===== config.mk =====
export PLATFORM = sky130hd
export DESIGN_NAME = linear_interp_resampler_top
export DESIGN_NICKNAME = d
export VERILOG_FILES = /design/src/lir_pkg.sv /design/src/lir_divider.sv /design/src/lir_front.sv /design/src/lir_back.sv /design/src/linear_interp_resampler_top.sv
export SDC_FILE = /design/constraint.sdc
export NUM_CORES = 2
export LEC_CHECK = 0
export BUFFER_PORTS_ARGS = -buffer_cell sky130_fd_sc_hd__buf_2
export CAP_MARGIN = 20
export CORE_UTILIZATION = 40
export DETAILED_ROUTE_END_ITERATION = 8
export PLACE_DENSITY_LB_ADDON = 0.25
export SETUP_SLACK_MARGIN = 0.4
export SLEW_MARGIN = 20
export SYNTH_ARGS = -nofsm -noshare
export SYNTH_HDL_FRONTEND = slang
export SYNTH_SLANG_ARGS = --single-unit

===== constraint.sdc =====
create_clock -name clk -period 13.01 [get_ports clk]
set_input_delay 0.6505 -clock clk [delete_from_list [all_inputs] [get_ports clk]]
set_output_delay 0.6505 -clock clk [all_outputs]
set_load 0.05 [all_outputs]

===== src/lir_pkg.sv =====
// Package for the linear interpolation resampler: widths, register indexes,
// beat structs and the front-to-back job format. No dependencies.
package lir_pkg;

	localparam int MaxPointsDefault = 64;
	localparam int FracBits = 20;
	localparam int CfgIdxW = 3;

	typedef enum logic [CfgIdxW-1:0] {
		REG_START_TIME   = 3'd0,
		REG_GRID_STEP    = 3'd1,
		REG_OUTPUT_COUNT = 3'd2,
		REG_NORMALIZE_ON = 3'd3,
		REG_NORM_MIN     = 3'd4,
		REG_NORM_MAX     = 3'd5
	} reg_idx_t;

	// one accepted sample, with the bracket left behind by the previous one
	typedef struct packed {
		logic [31:0]        t1;
		logic signed [15:0] v1;
		logic               fin;
		logic [31:0]        prev_time;
		logic signed [15:0] prev_value;
		logic               have_prev;
	} job_t;

	typedef struct packed {
		logic [31:0] start_time;
		logic [23:0] grid_step;
		logic [6:0]  output_count;
		logic        normalize_on;
		logic signed [15:0] norm_min;
		logic signed [15:0] norm_max;
	} cfg_t;

	typedef enum logic [3:0] {
		ST_IDLE, ST_GRID, ST_CHECK, ST_MUL, ST_DIV1, ST_ADD, ST_NMUL, ST_DIV2,
		ST_SAT, ST_EMIT, ST_PADCONV, ST_PADDIV, ST_PAD
	} back_state_t;

endpackage


===== src/lir_divider.sv =====
// Serial restoring divider for unsigned division, one quotient bit a cycle.
// Depends on lir_pkg (style only).
module lir_divider (
	input  logic        clk,
	input  logic        arst_n,
	input  logic        start,
	input  logic [63:0] num,
	input  logic [32:0] den,
	output logic        done,
	output logic [63:0] quo
);
	import lir_pkg::*;

	logic [63:0] q_q;
	logic [33:0] rem_q;
	logic [32:0] den_q;
	logic [6:0]  cnt_q;
	logic        busy_q;
	logic [33:0] trial;

	assign trial = {rem_q[32:0], q_q[63]} - {1'b0, den_q};

	always_ff @(posedge clk or negedge arst_n) begin
		if (!arst_n) begin
			busy_q <= 1'b0;
			cnt_q  <= '0;
			done   <= 1'b0;
		end else begin
			done <= 1'b0;
			if (start) begin
				busy_q <= 1'b1;
				cnt_q  <= 7'd64;
			end else if (busy_q) begin
				cnt_q <= cnt_q - 7'd1;
				if (cnt_q == 7'd1) begin
					busy_q <= 1'b0;
					done   <= 1'b1;
				end
			end
		end
	end

	always_ff @(posedge clk) begin
		if (start) begin
			q_q   <= num;
			rem_q <= '0;
			den_q <= den;
		end else if (busy_q) begin
			if (!trial[33]) begin
				rem_q <= trial;
				q_q   <= {q_q[62:0], 1'b1};
			end else begin
				rem_q <= {rem_q[32:0], q_q[63]};
				q_q   <= {q_q[62:0], 1'b0};
			end
		end
	end

	assign quo = q_q;
endmodule


===== src/lir_front.sv =====
// Front end: accepts sample beats, keeps the left bracket, queues jobs.
// Depends on lir_pkg.
module lir_front (
	input  logic          clk,
	input  logic          arst_n,
	input  logic          in_valid,
	output logic          in_ready,
	input  logic [31:0]   in_time,
	input  logic [15:0]   in_value,
	input  logic          in_fin,
	output lir_pkg::job_t job,
	output logic          job_valid,
	input  logic          job_take
);
	import lir_pkg::*;

	job_t       slot_q [2];
	logic [1:0] cnt_q;
	logic       wr_q, rd_q;
	logic [31:0] prev_time_q;
	logic [15:0] prev_value_q;
	logic        have_prev_q;
	logic        push;
	job_t        nj;

	assign in_ready  = cnt_q != 2'd2;
	assign push      = in_valid && in_ready;
	assign job_valid = cnt_q != 2'd0;
	assign job       = slot_q[rd_q];

	always_comb begin
		nj.t1 = in_time;
		nj.v1 = in_value;
		nj.fin = in_fin;
		nj.prev_time = prev_time_q;
		nj.prev_value = prev_value_q;
		nj.have_prev = have_prev_q;
	end

	always_ff @(posedge clk or negedge arst_n) begin
		if (!arst_n) begin
			cnt_q <= '0;
			wr_q <= 1'b0;
			rd_q <= 1'b0;
			prev_time_q <= '0;
			prev_value_q <= '0;
			have_prev_q <= 1'b0;
		end else begin
			if (push) begin
				wr_q <= ~wr_q;
				if (in_fin) begin
					have_prev_q <= 1'b0;
				end else begin
					prev_time_q <= in_time;
					prev_value_q <= in_value;
					have_prev_q <= 1'b1;
				end
			end
			if (job_take) rd_q <= ~rd_q;
			cnt_q <= cnt_q + {1'b0, push} - {1'b0, job_take};
		end
	end

	always_ff @(posedge clk) begin
		if (push) slot_q[wr_q] <= nj;
	end

	property p_no_overflow;
		@(posedge clk) disable iff (!arst_n) cnt_q == 2'd2 |-> !push;
	endproperty
	a_no_overflow: assert property (p_no_overflow) else $error("queue overflow");
	a_no_underflow: assert property (@(posedge clk) disable iff (!arst_n)
		job_take |-> job_valid) else $error("queue underflow");
	a_cnt_range: assert property (@(posedge clk) disable iff (!arst_n)
		cnt_q != 2'd3) else $error("bad count");
endmodule


===== src/lir_back.sv =====
// Back end: walks grid points for one job, interpolates, normalizes, pads.
// Depends on lir_pkg and lir_divider.
module lir_back #(
	parameter int MAX_POINTS = lir_pkg::MaxPointsDefault
) (
	input  logic          clk,
	input  logic          arst_n,
	input  lir_pkg::cfg_t cfg,
	input  lir_pkg::job_t job,
	input  logic          job_valid,
	output logic          job_take,
	output logic          out_valid,
	input  logic          out_ready,
	output logic [31:0]   out_time,
	output logic [23:0]   out_value,
	output logic          out_padded,
	output logic          out_run_last,
	output logic          out_window_done,
	output logic          idle
);
	import lir_pkg::*;

	localparam int CapI = (MAX_POINTS < 64) ? MAX_POINTS : 64;
	localparam logic [6:0] Cap = 7'(CapI);

	back_state_t st_q, st_d;
	logic [6:0]  pts_q;
	logic [23:0] last_q;
	logic [32:0] g_q;
	logic signed [63:0] acc_q;
	logic        neg_q;
	logic signed [23:0] val_q;
	logic [23:0] pad_q;
	logic        ovalid_q;
	logic [6:0]  n_eff;
	logic [23:0] step_eff;
	logic signed [16:0] diff;
	logic [15:0] dmag;
	logic [31:0] gdelta;
	logic [47:0] prod;
	logic [32:0] dt;
	logic signed [16:0] nden;
	logic        div_start, div_done;
	logic [63:0] div_num, div_quo;
	logic [32:0] div_den;
	logic        any_due;
	logic        g_due;
	logic        fire;

	assign step_eff = (cfg.grid_step == '0) ? 24'd1 : cfg.grid_step;
	always_comb begin
		n_eff = cfg.output_count;
		if (n_eff == '0) n_eff = 7'd1;
		if (n_eff > Cap) n_eff = Cap;
	end
	assign diff = 17'(job.v1) - 17'(job.prev_value);
	assign dmag = (diff < 0) ? 16'(-diff) : 16'(diff);
	// only used when the point lies inside the bracket, so it fits 32 bits
	assign gdelta = 32'(g_q - {1'b0, job.prev_time});
	assign prod = dmag * gdelta;
	assign dt   = {1'b0, job.t1} - {1'b0, job.prev_time};
	assign nden = 17'(cfg.norm_max) - 17'(cfg.norm_min);
	assign g_due = g_q <= {1'b0, job.t1};
	assign idle = (st_q == ST_IDLE) && !ovalid_q;

	lir_divider u_div (
		.clk(clk), .arst_n(arst_n), .start(div_start), .num(div_num),
		.den(div_den), .done(div_done), .quo(div_quo)
	);

	// magnitude with half-divisor added: rounds to nearest, ties away from zero
	always_comb begin
		div_start = 1'b0;
		div_num = '0;
		div_den = dt;
		if (st_q == ST_MUL) begin
			div_start = 1'b1;
			div_num = 64'(acc_q) + 64'(dt >> 1);
		end else if (st_q == ST_NMUL || st_q == ST_PADCONV) begin
			div_start = 1'b1;
			div_den = 33'(unsigned'(nden));
			div_num = (neg_q ? 64'(-acc_q) : 64'(acc_q)) + 64'(unsigned'(nden) >> 1);
		end
	end

	logic signed [63:0] q_signed;
	assign q_signed = neg_q ? -signed'(div_quo) : signed'(div_quo);

	function automatic logic [23:0] sat24(input logic signed [63:0] v);
		if (v > 64'sd8388607) return 24'h7FFFFF;
		if (v < -64'sd8388608) return 24'h800000;
		return v[23:0];
	endfunction

	always_comb begin
		st_d = st_q;
		job_take = 1'b0;
		any_due = 1'b0;
		unique case (st_q)
			ST_IDLE: if (job_valid) st_d = ST_GRID;
			ST_GRID: st_d = ST_CHECK;
			ST_CHECK: begin
				any_due = (pts_q < n_eff) && g_due;
				if (any_due) st_d = (job.have_prev && g_q > {1'b0, job.prev_time})
					? ST_MUL : ST_ADD;
				else if (job.fin) begin
					// window already full: nothing to pad, just close it
					if (pts_q >= n_eff) begin
						job_take = 1'b1;
						st_d = ST_IDLE;
					end else if (pts_q == '0 && cfg.normalize_on && nden > 0)
						st_d = ST_PADCONV;
					else
						st_d = ST_PAD;
				end else begin
					job_take = 1'b1;
					st_d = ST_IDLE;
				end
			end
			ST_MUL: st_d = ST_DIV1;
			ST_DIV1: if (div_done) st_d = ST_ADD;
			ST_ADD: st_d = cfg.normalize_on ? ((nden > 0) ? ST_NMUL : ST_SAT) : ST_SAT;
			ST_NMUL: st_d = ST_DIV2;
			ST_DIV2: if (div_done) st_d = ST_SAT;
			ST_SAT: st_d = ST_EMIT;
			ST_EMIT: if (!ovalid_q || out_ready) st_d = ST_GRID;
			ST_PADCONV: st_d = ST_PADDIV;
			ST_PADDIV: if (div_done) st_d = ST_PAD;
			ST_PAD: begin
				if ((!ovalid_q || out_ready) && (pts_q + 7'd1 >= n_eff || pts_q >= n_eff)) begin
					job_take = 1'b1;
					st_d = ST_IDLE;
				end
			end
			default: st_d = ST_IDLE;
		endcase
	end

	always_ff @(posedge clk or negedge arst_n) begin
		if (!arst_n) st_q <= ST_IDLE;
		else st_q <= st_d;
	end

	logic more_due;
	// the point after this one: is it due now (then this is not the run's last)
	assign more_due = (pts_q + 7'd1 < n_eff) &&
		(g_q + 33'(step_eff) <= {1'b0, job.t1});

	assign fire = (!ovalid_q || out_ready) &&
		(st_q == ST_EMIT || (st_q == ST_PAD && pts_q < n_eff));

	always_ff @(posedge clk or negedge arst_n) begin
		if (!arst_n) begin
			pts_q <= '0;
			last_q <= '0;
			ovalid_q <= 1'b0;
			out_time <= '0;
			out_value <= '0;
			out_padded <= 1'b0;
			out_run_last <= 1'b0;
			out_window_done <= 1'b0;
		end else begin
			if (fire) ovalid_q <= 1'b1;
			else if (out_ready) ovalid_q <= 1'b0;
			unique case (st_q)
				ST_CHECK: if (!any_due && job.fin && pts_q >= n_eff) begin
					pts_q <= '0;
					last_q <= '0;
				end
				ST_EMIT: if (fire) begin
					out_time <= g_q[31:0];
					out_value <= val_q;
					out_padded <= 1'b0;
					out_run_last <= job.fin ? (pts_q + 7'd1 >= n_eff) : !more_due;
					out_window_done <= pts_q + 7'd1 >= n_eff;
					last_q <= val_q;
					pts_q <= pts_q + 7'd1;
				end
				ST_PAD: if (fire) begin
					out_time <= g_q[31:0];
					out_value <= pad_q;
					out_padded <= 1'b1;
					out_run_last <= pts_q + 7'd1 >= n_eff;
					out_window_done <= pts_q + 7'd1 >= n_eff;
					if (pts_q + 7'd1 >= n_eff) begin
						pts_q <= '0;
						last_q <= '0;
					end else begin
						pts_q <= pts_q + 7'd1;
					end
				end
				default: ;
			endcase
		end
	end

	always_ff @(posedge clk) begin
		unique case (st_q)
			ST_GRID: begin
				g_q <= {1'b0, cfg.start_time} + 33'(pts_q + 7'd1) * 33'(step_eff);
				pad_q <= (pts_q != '0) ? last_q
					: (cfg.normalize_on ? 24'd0 : 24'(job.v1));
			end
			ST_CHECK: begin
				// interpolated or plain raw value lands in val_q before ADD
				val_q <= 24'(job.v1);
				if (!any_due && job.fin && pts_q == '0 && cfg.normalize_on) begin
					acc_q <= (64'(job.v1) - 64'(cfg.norm_min)) <<< FracBits;
					neg_q <= (17'(job.v1) - 17'(cfg.norm_min)) < 0;
				end else begin
					acc_q <= 64'(prod);
					neg_q <= diff < 0;
				end
			end
			ST_MUL: ;
			ST_DIV1: if (div_done) val_q <= 24'(64'(job.prev_value) + q_signed);
			ST_ADD: begin
				acc_q <= (st_d == ST_NMUL)
					? ((64'(val_q) - 64'(cfg.norm_min)) <<< FracBits) : 64'(val_q);
				neg_q <= 64'(val_q) - 64'(cfg.norm_min) < 0;
			end
			ST_NMUL: ;
			ST_DIV2: ;
			ST_SAT: val_q <= (cfg.normalize_on && !(nden > 0)) ? 24'd0
				: (cfg.normalize_on ? sat24(q_signed) : sat24(64'(val_q)));
			ST_PADCONV: ;
			ST_PADDIV: if (div_done) pad_q <= sat24(q_signed);
			ST_PAD: if (!ovalid_q || out_ready) g_q <= g_q + 33'(step_eff);
			default: ;
		endcase
	end

	assign out_valid = ovalid_q;

	a_pts_bound: assert property (@(posedge clk) disable iff (!arst_n)
		pts_q <= Cap) else $error("point count overrun");
	a_take_only_busy: assert property (@(posedge clk) disable iff (!arst_n)
		job_take |-> job_valid) else $error("take without job");
	a_div_done_wait: assert property (@(posedge clk) disable iff (!arst_n)
		div_done |-> (st_q == ST_DIV1 || st_q == ST_DIV2 || st_q == ST_PADDIV))
		else $error("unexpected divide result");
endmodule


===== src/linear_interp_resampler_top.sv =====
// Linear interpolation resampler. Samples (time, value, final flag) enter on the
// s_axis channel; grid points leave on m_axis. Configuration writes use cfg_*.
// A front stage accepts samples and tracks the left bracket; a two-entry queue
// feeds the back stage, which computes each grid point in turn.
// Per grid point: interpolation runs a 64-step serial divider, and
// normalization as well adds a second divide; a point with no left bracket
// skips the first divide. Padding beats follow, after a conversion through
// the divider when a normalized window pads with nothing emitted.
// A sample that causes no point passes through the idle, grid and check
// states of the back stage.
// Reset clears the bracket, the point counter and all configuration to defaults.
// When m_axis_tready is low the back stage holds; the queue then fills and
// s_axis_tready drops. The user writes configuration only while the block
// is idle; the block itself does not enforce it. cfg_ready is always high.
module linear_interp_resampler_top #(
	parameter int MAX_POINTS = lir_pkg::MaxPointsDefault
) (
	input  logic        clk,
	input  logic        arst_n,
	input  logic        s_axis_tvalid,
	output logic        s_axis_tready,
	input  logic [47:0] s_axis_tdata,  // sample_time[31:0], sample_value[47:32]
	input  logic        s_axis_tlast,  // final_sample
	output logic        m_axis_tvalid,
	input  logic        m_axis_tready,
	output logic [55:0] m_axis_tdata,  // out_time[31:0], out_value[55:32]
	output logic [1:0]  m_axis_tuser,  // padded[0], window_done[1]
	output logic        m_axis_tlast,  // run_last
	input  logic        cfg_valid,
	output logic        cfg_ready,
	input  logic [2:0]  cfg_index,
	input  logic [31:0] cfg_data
);
	import lir_pkg::*;

	cfg_t  cfg_q;
	job_t  job;
	logic  job_valid, job_take, idle;
	logic [31:0] o_time;
	logic [23:0] o_value;
	logic  o_pad, o_last, o_done;

	assign cfg_ready = 1'b1;

	always_ff @(posedge clk or negedge arst_n) begin
		if (!arst_n) begin
			cfg_q.start_time <= '0;
			cfg_q.grid_step <= 24'd1000;
			cfg_q.output_count <= 7'd32;
			cfg_q.normalize_on <= 1'b0;
			cfg_q.norm_min <= '0;
			cfg_q.norm_max <= 16'sd32767;
		end else if (cfg_valid) begin
			unique case (cfg_index)
				REG_START_TIME:   cfg_q.start_time <= cfg_data;
				REG_GRID_STEP:    cfg_q.grid_step <= cfg_data[23:0];
				REG_OUTPUT_COUNT: cfg_q.output_count <= cfg_data[6:0];
				REG_NORMALIZE_ON: cfg_q.normalize_on <= cfg_data[0];
				REG_NORM_MIN:     cfg_q.norm_min <= cfg_data[15:0];
				REG_NORM_MAX:     cfg_q.norm_max <= cfg_data[15:0];
				default: ;
			endcase
		end
	end

	lir_front u_front (
		.clk(clk), .arst_n(arst_n),
		.in_valid(s_axis_tvalid), .in_ready(s_axis_tready),
		.in_time(s_axis_tdata[31:0]), .in_value(s_axis_tdata[47:32]),
		.in_fin(s_axis_tlast),
		.job(job), .job_valid(job_valid), .job_take(job_take)
	);

	lir_back #(.MAX_POINTS(MAX_POINTS)) u_back (
		.clk(clk), .arst_n(arst_n), .cfg(cfg_q),
		.job(job), .job_valid(job_valid), .job_take(job_take),
		.out_valid(m_axis_tvalid), .out_ready(m_axis_tready),
		.out_time(o_time), .out_value(o_value), .out_padded(o_pad),
		.out_run_last(o_last), .out_window_done(o_done), .idle(idle)
	);

	assign m_axis_tdata = {o_value, o_time};
	assign m_axis_tuser = {o_done, o_pad};
	assign m_axis_tlast = o_last;

	a_cfg_idle: assert property (@(posedge clk) disable iff (!arst_n)
		cfg_valid |-> idle || !job_valid) else $error("config write while busy");
	a_out_hold: assert property (@(posedge clk) disable iff (!arst_n)
		m_axis_tvalid && !m_axis_tready |=> m_axis_tvalid) else $error("beat dropped");
	a_last_done: assert property (@(posedge clk) disable iff (!arst_n)
		m_axis_tvalid && m_axis_tuser[1] && m_axis_tuser[0] |-> m_axis_tlast)
		else $error("padded window end without run end");
endmodule

==> reports/qor.yml <==
status: "complete, but fails checks"
violations: "design-rule violations"
setup_tns_ns: 0
final.fill_count: 17300
synth_area_mm2: 0.0713
die_w_um: 424
fp.coreArea_mm2: 0.176
wl_per_cell_um: 23.7
fin_crit_sh: 0.918
synthToLayoutAreaGrowth_pct: 8.89
max_cap_violations: 0
pre_cts_slack_ns: 0.731
viasPerCell: 5.71
multi_input_area_mm2: 0.0471
ys_seq_elements: 710
cts_tree: "built"
cpLargestDelayFamily: "adder cells"
r2r_slack_ns: 1.07
synth-warning-count: 0
finalWorstSetupSlack_ns: 1.07
hold_viol: 0
regArea_mm2: 0.0198
drc: 2
synth_nets: 8936
cp.arrival_ns: 12.38
reg2regPathDepth: 33
hp-class: "in -> reg"
cp-start-kind: "flop"
grt_use_met3: 0.0397
reg2reg_to: "u_back.acc_q[47]$_DFFE_PP_"
required_ns: 13.44
seq_area_frac_synth: 0.277
critical_path.most_common_cell: "fa_1"
drive_above_1_share: 0.0849
grtUsageTotal: 0.266
syn_avg_cell_area_um2: 9.22
grtUsageMet1: 0.346
ioPinCount: 151
cts_sinks: 710
r2r-start: "u_front.rd_q$_DFFE_PN0P_"
synthDominantCellAreaShare: 0.179
tightest_slew_ns: 1.23
cpPeakStageDelay_ns: 0.81
rsz0062_at_grt: "false"
clkLatencyLatePin_ns: 0.72
path_max_fanout: 34
yosys-top-cells-area: "edfxtp_1 (18%), fa_1 (17%), ha_1 (9.2%)"
clkSlewWorstSetupHoldPaths_ns: 0.06
grt.overflow.total: 0
cts_made_buffers: 78
async_reset_ff_frac: 0.356
synth_top_cell_by_area: "edfxtp_1"
synth_common_cells: "nand2_1 (982), inv_1 (886), fa_1 (592)"
antenna_found_initial: 15
h-tree-depth: 3
fmax_ghz: 0.0837
gr-max-usage-layer: "met2"
end_kind: "flop"
relSlewSlack: 0.176
place_hpwl_um: 191000
rows: 154
path_buf_inv: 3
use_met2: 0.428
syn_inst: 7732
place.gp.congestion: 0.982
grt_max_degree: 109
hp-start: "s_axis_tdata[24]"
synth_flop_cell: "edfxtp_1"
antenna_left: 0
min_period_ns: 11.94
nNetsFinal: 8947
slew_violations: 0
die-area_mm2: 0.180
path_class: "reg -> reg"
die_h_um: 424
vias: 58000
grt_pass1_vias: 57700
drt_iter0_markers: 5213
final.setup_skew_ns: 0.0401
yosysMostFrequentCell: "nand2_1"
slowest_stage: "dfrtp_4"
setup_viol: 0
io_buffers: 149
yosysUniqueCellTypes: 98
grt_pass1_wl_um: 362000
post-cts-setup-buffers: 0
min_delay_path_depth: 1
hold_path_end: "u_front.slot_q[1][90]$_DFFE_PP_"
routed_wl_um: 241000
first_pass_iters: 8
initial_core_util: 0.404
cts.path.max_buffers: 3
synth_edf_count: 424
cts_root_buf: "clkbuf_16"
-- layer usage --
metal / vias to the layer above / part of all wire / wire (µm)
met2: 2121 / 0.46 / 110000
met1: 28900 / 0.42 / 101000
met3: 459 / 0.066 / 15800
met4: 0 / 0.057 / 13700
li1: 26500 / - / -
met5: - / 0 / 0
-- kinds of logic after synthesis --
group	after synthesis	share of synthesized area
buffers and inverters	1248	0.0663
muxes	277	0.0411
adders and majority gates	1115	0.258
and+or+nand+nor	2368	0.160
xor gates and xnor gates	444	0.0548
DFF	710	0.277
AOI/OAI and AO/OA	1569	0.143
other	1	0.0000526
-- worst max path at each step --
| stage | slack, ns | end | start | depth (start not counted) |
|---|---|---|---|---|
| floorplan | 1.16 | u_back.acc_q[47]$_DFFE_PP_ | u_front.rd_q$_DFFE_PN0P_ | 37 |
| global placement | 0.83 | u_back.acc_q[47]$_DFFE_PP_ | u_front.rd_q$_DFFE_PN0P_ | 33 |
| detailed placement | 0.73 | u_back.acc_q[47]$_DFFE_PP_ | u_front.rd_q$_DFFE_PN0P_ | 33 |
| CTS | 0.65 | u_back.acc_q[47]$_DFFE_PP_ | u_front.rd_q$_DFFE_PN0P_ | 33 |
| global route | 0.42 | u_back.acc_q[47]$_DFFE_PP_ | u_front.rd_q$_DFFE_PN0P_ | 32 |
| finish | 1.07 | u_back.acc_q[47]$_DFFE_PP_ | u_front.rd_q$_DFFE_PN0P_ | 33 |
-- flip-flops by register name (all words and copies together), names as in the netlist, 32 cells and up --
register             cells
cfg_q                   96
u_back.acc_q            49
u_back.g_q              33
u_back.out_time         32
u_back.u_div.den_q      33
u_back.u_div.quo        64
u_back.u_div.rem_q      33
u_front.prev_time_q     32
u_front.slot_q         196
-- layout make-up --
class | count | area share
antenna | 8 | 0.000258
clock buffer | 114 | 0.0279
clock inverter | 31 | 0.00619
inverter | 889 | 0.0430
multi-input combinational | 5774 | 0.607
sequential | 710 | 0.255
tap | 2340 | 0.0377
timing repair buffer | 290 | 0.0236
-- cell usage in the layout, fill, tap and decap left out, types with 183 or more instances in the layout --
cell type,Yosys,final
a21o_1,183,183
a21oi_1,364,363
dfrtp_1,231,230
edfxtp_1,424,424
fa_1,592,592
ha_1,523,523
inv_1,886,885
nand2_1,982,980
nor2_1,360,351
o21ai_0,399,398
xnor2_1,276,267
-- per-stage QoR --
stage | instance area, µm² | hold slack [ns] | instances | utilization
global placement | 74900 | 0.443 | 10000 | 0.424
finish | 77600 | 0.134 | 10200 | 0.440
CTS | 77600 | 0.0742 | 10100 | 0.440
detailed placement | 74900 | 0.453 | 10000 | 0.424
floorplan | 71300 | 0.355 | 7732 | -
global route | 77600 | 0.112 | 10200 | 0.440
-- what timing repair did --
item / 4_1_cts / 5_1_grt
hold endpoints to repair: 15 / 0
hold buffers: 1 / 0
resized for setup: 0 / 2
endpoints found under the setup margin: 0 / 5
Power is not shown: default switching activity piles up to over one toggle a cycle in this logic, so the estimate is an artifact.
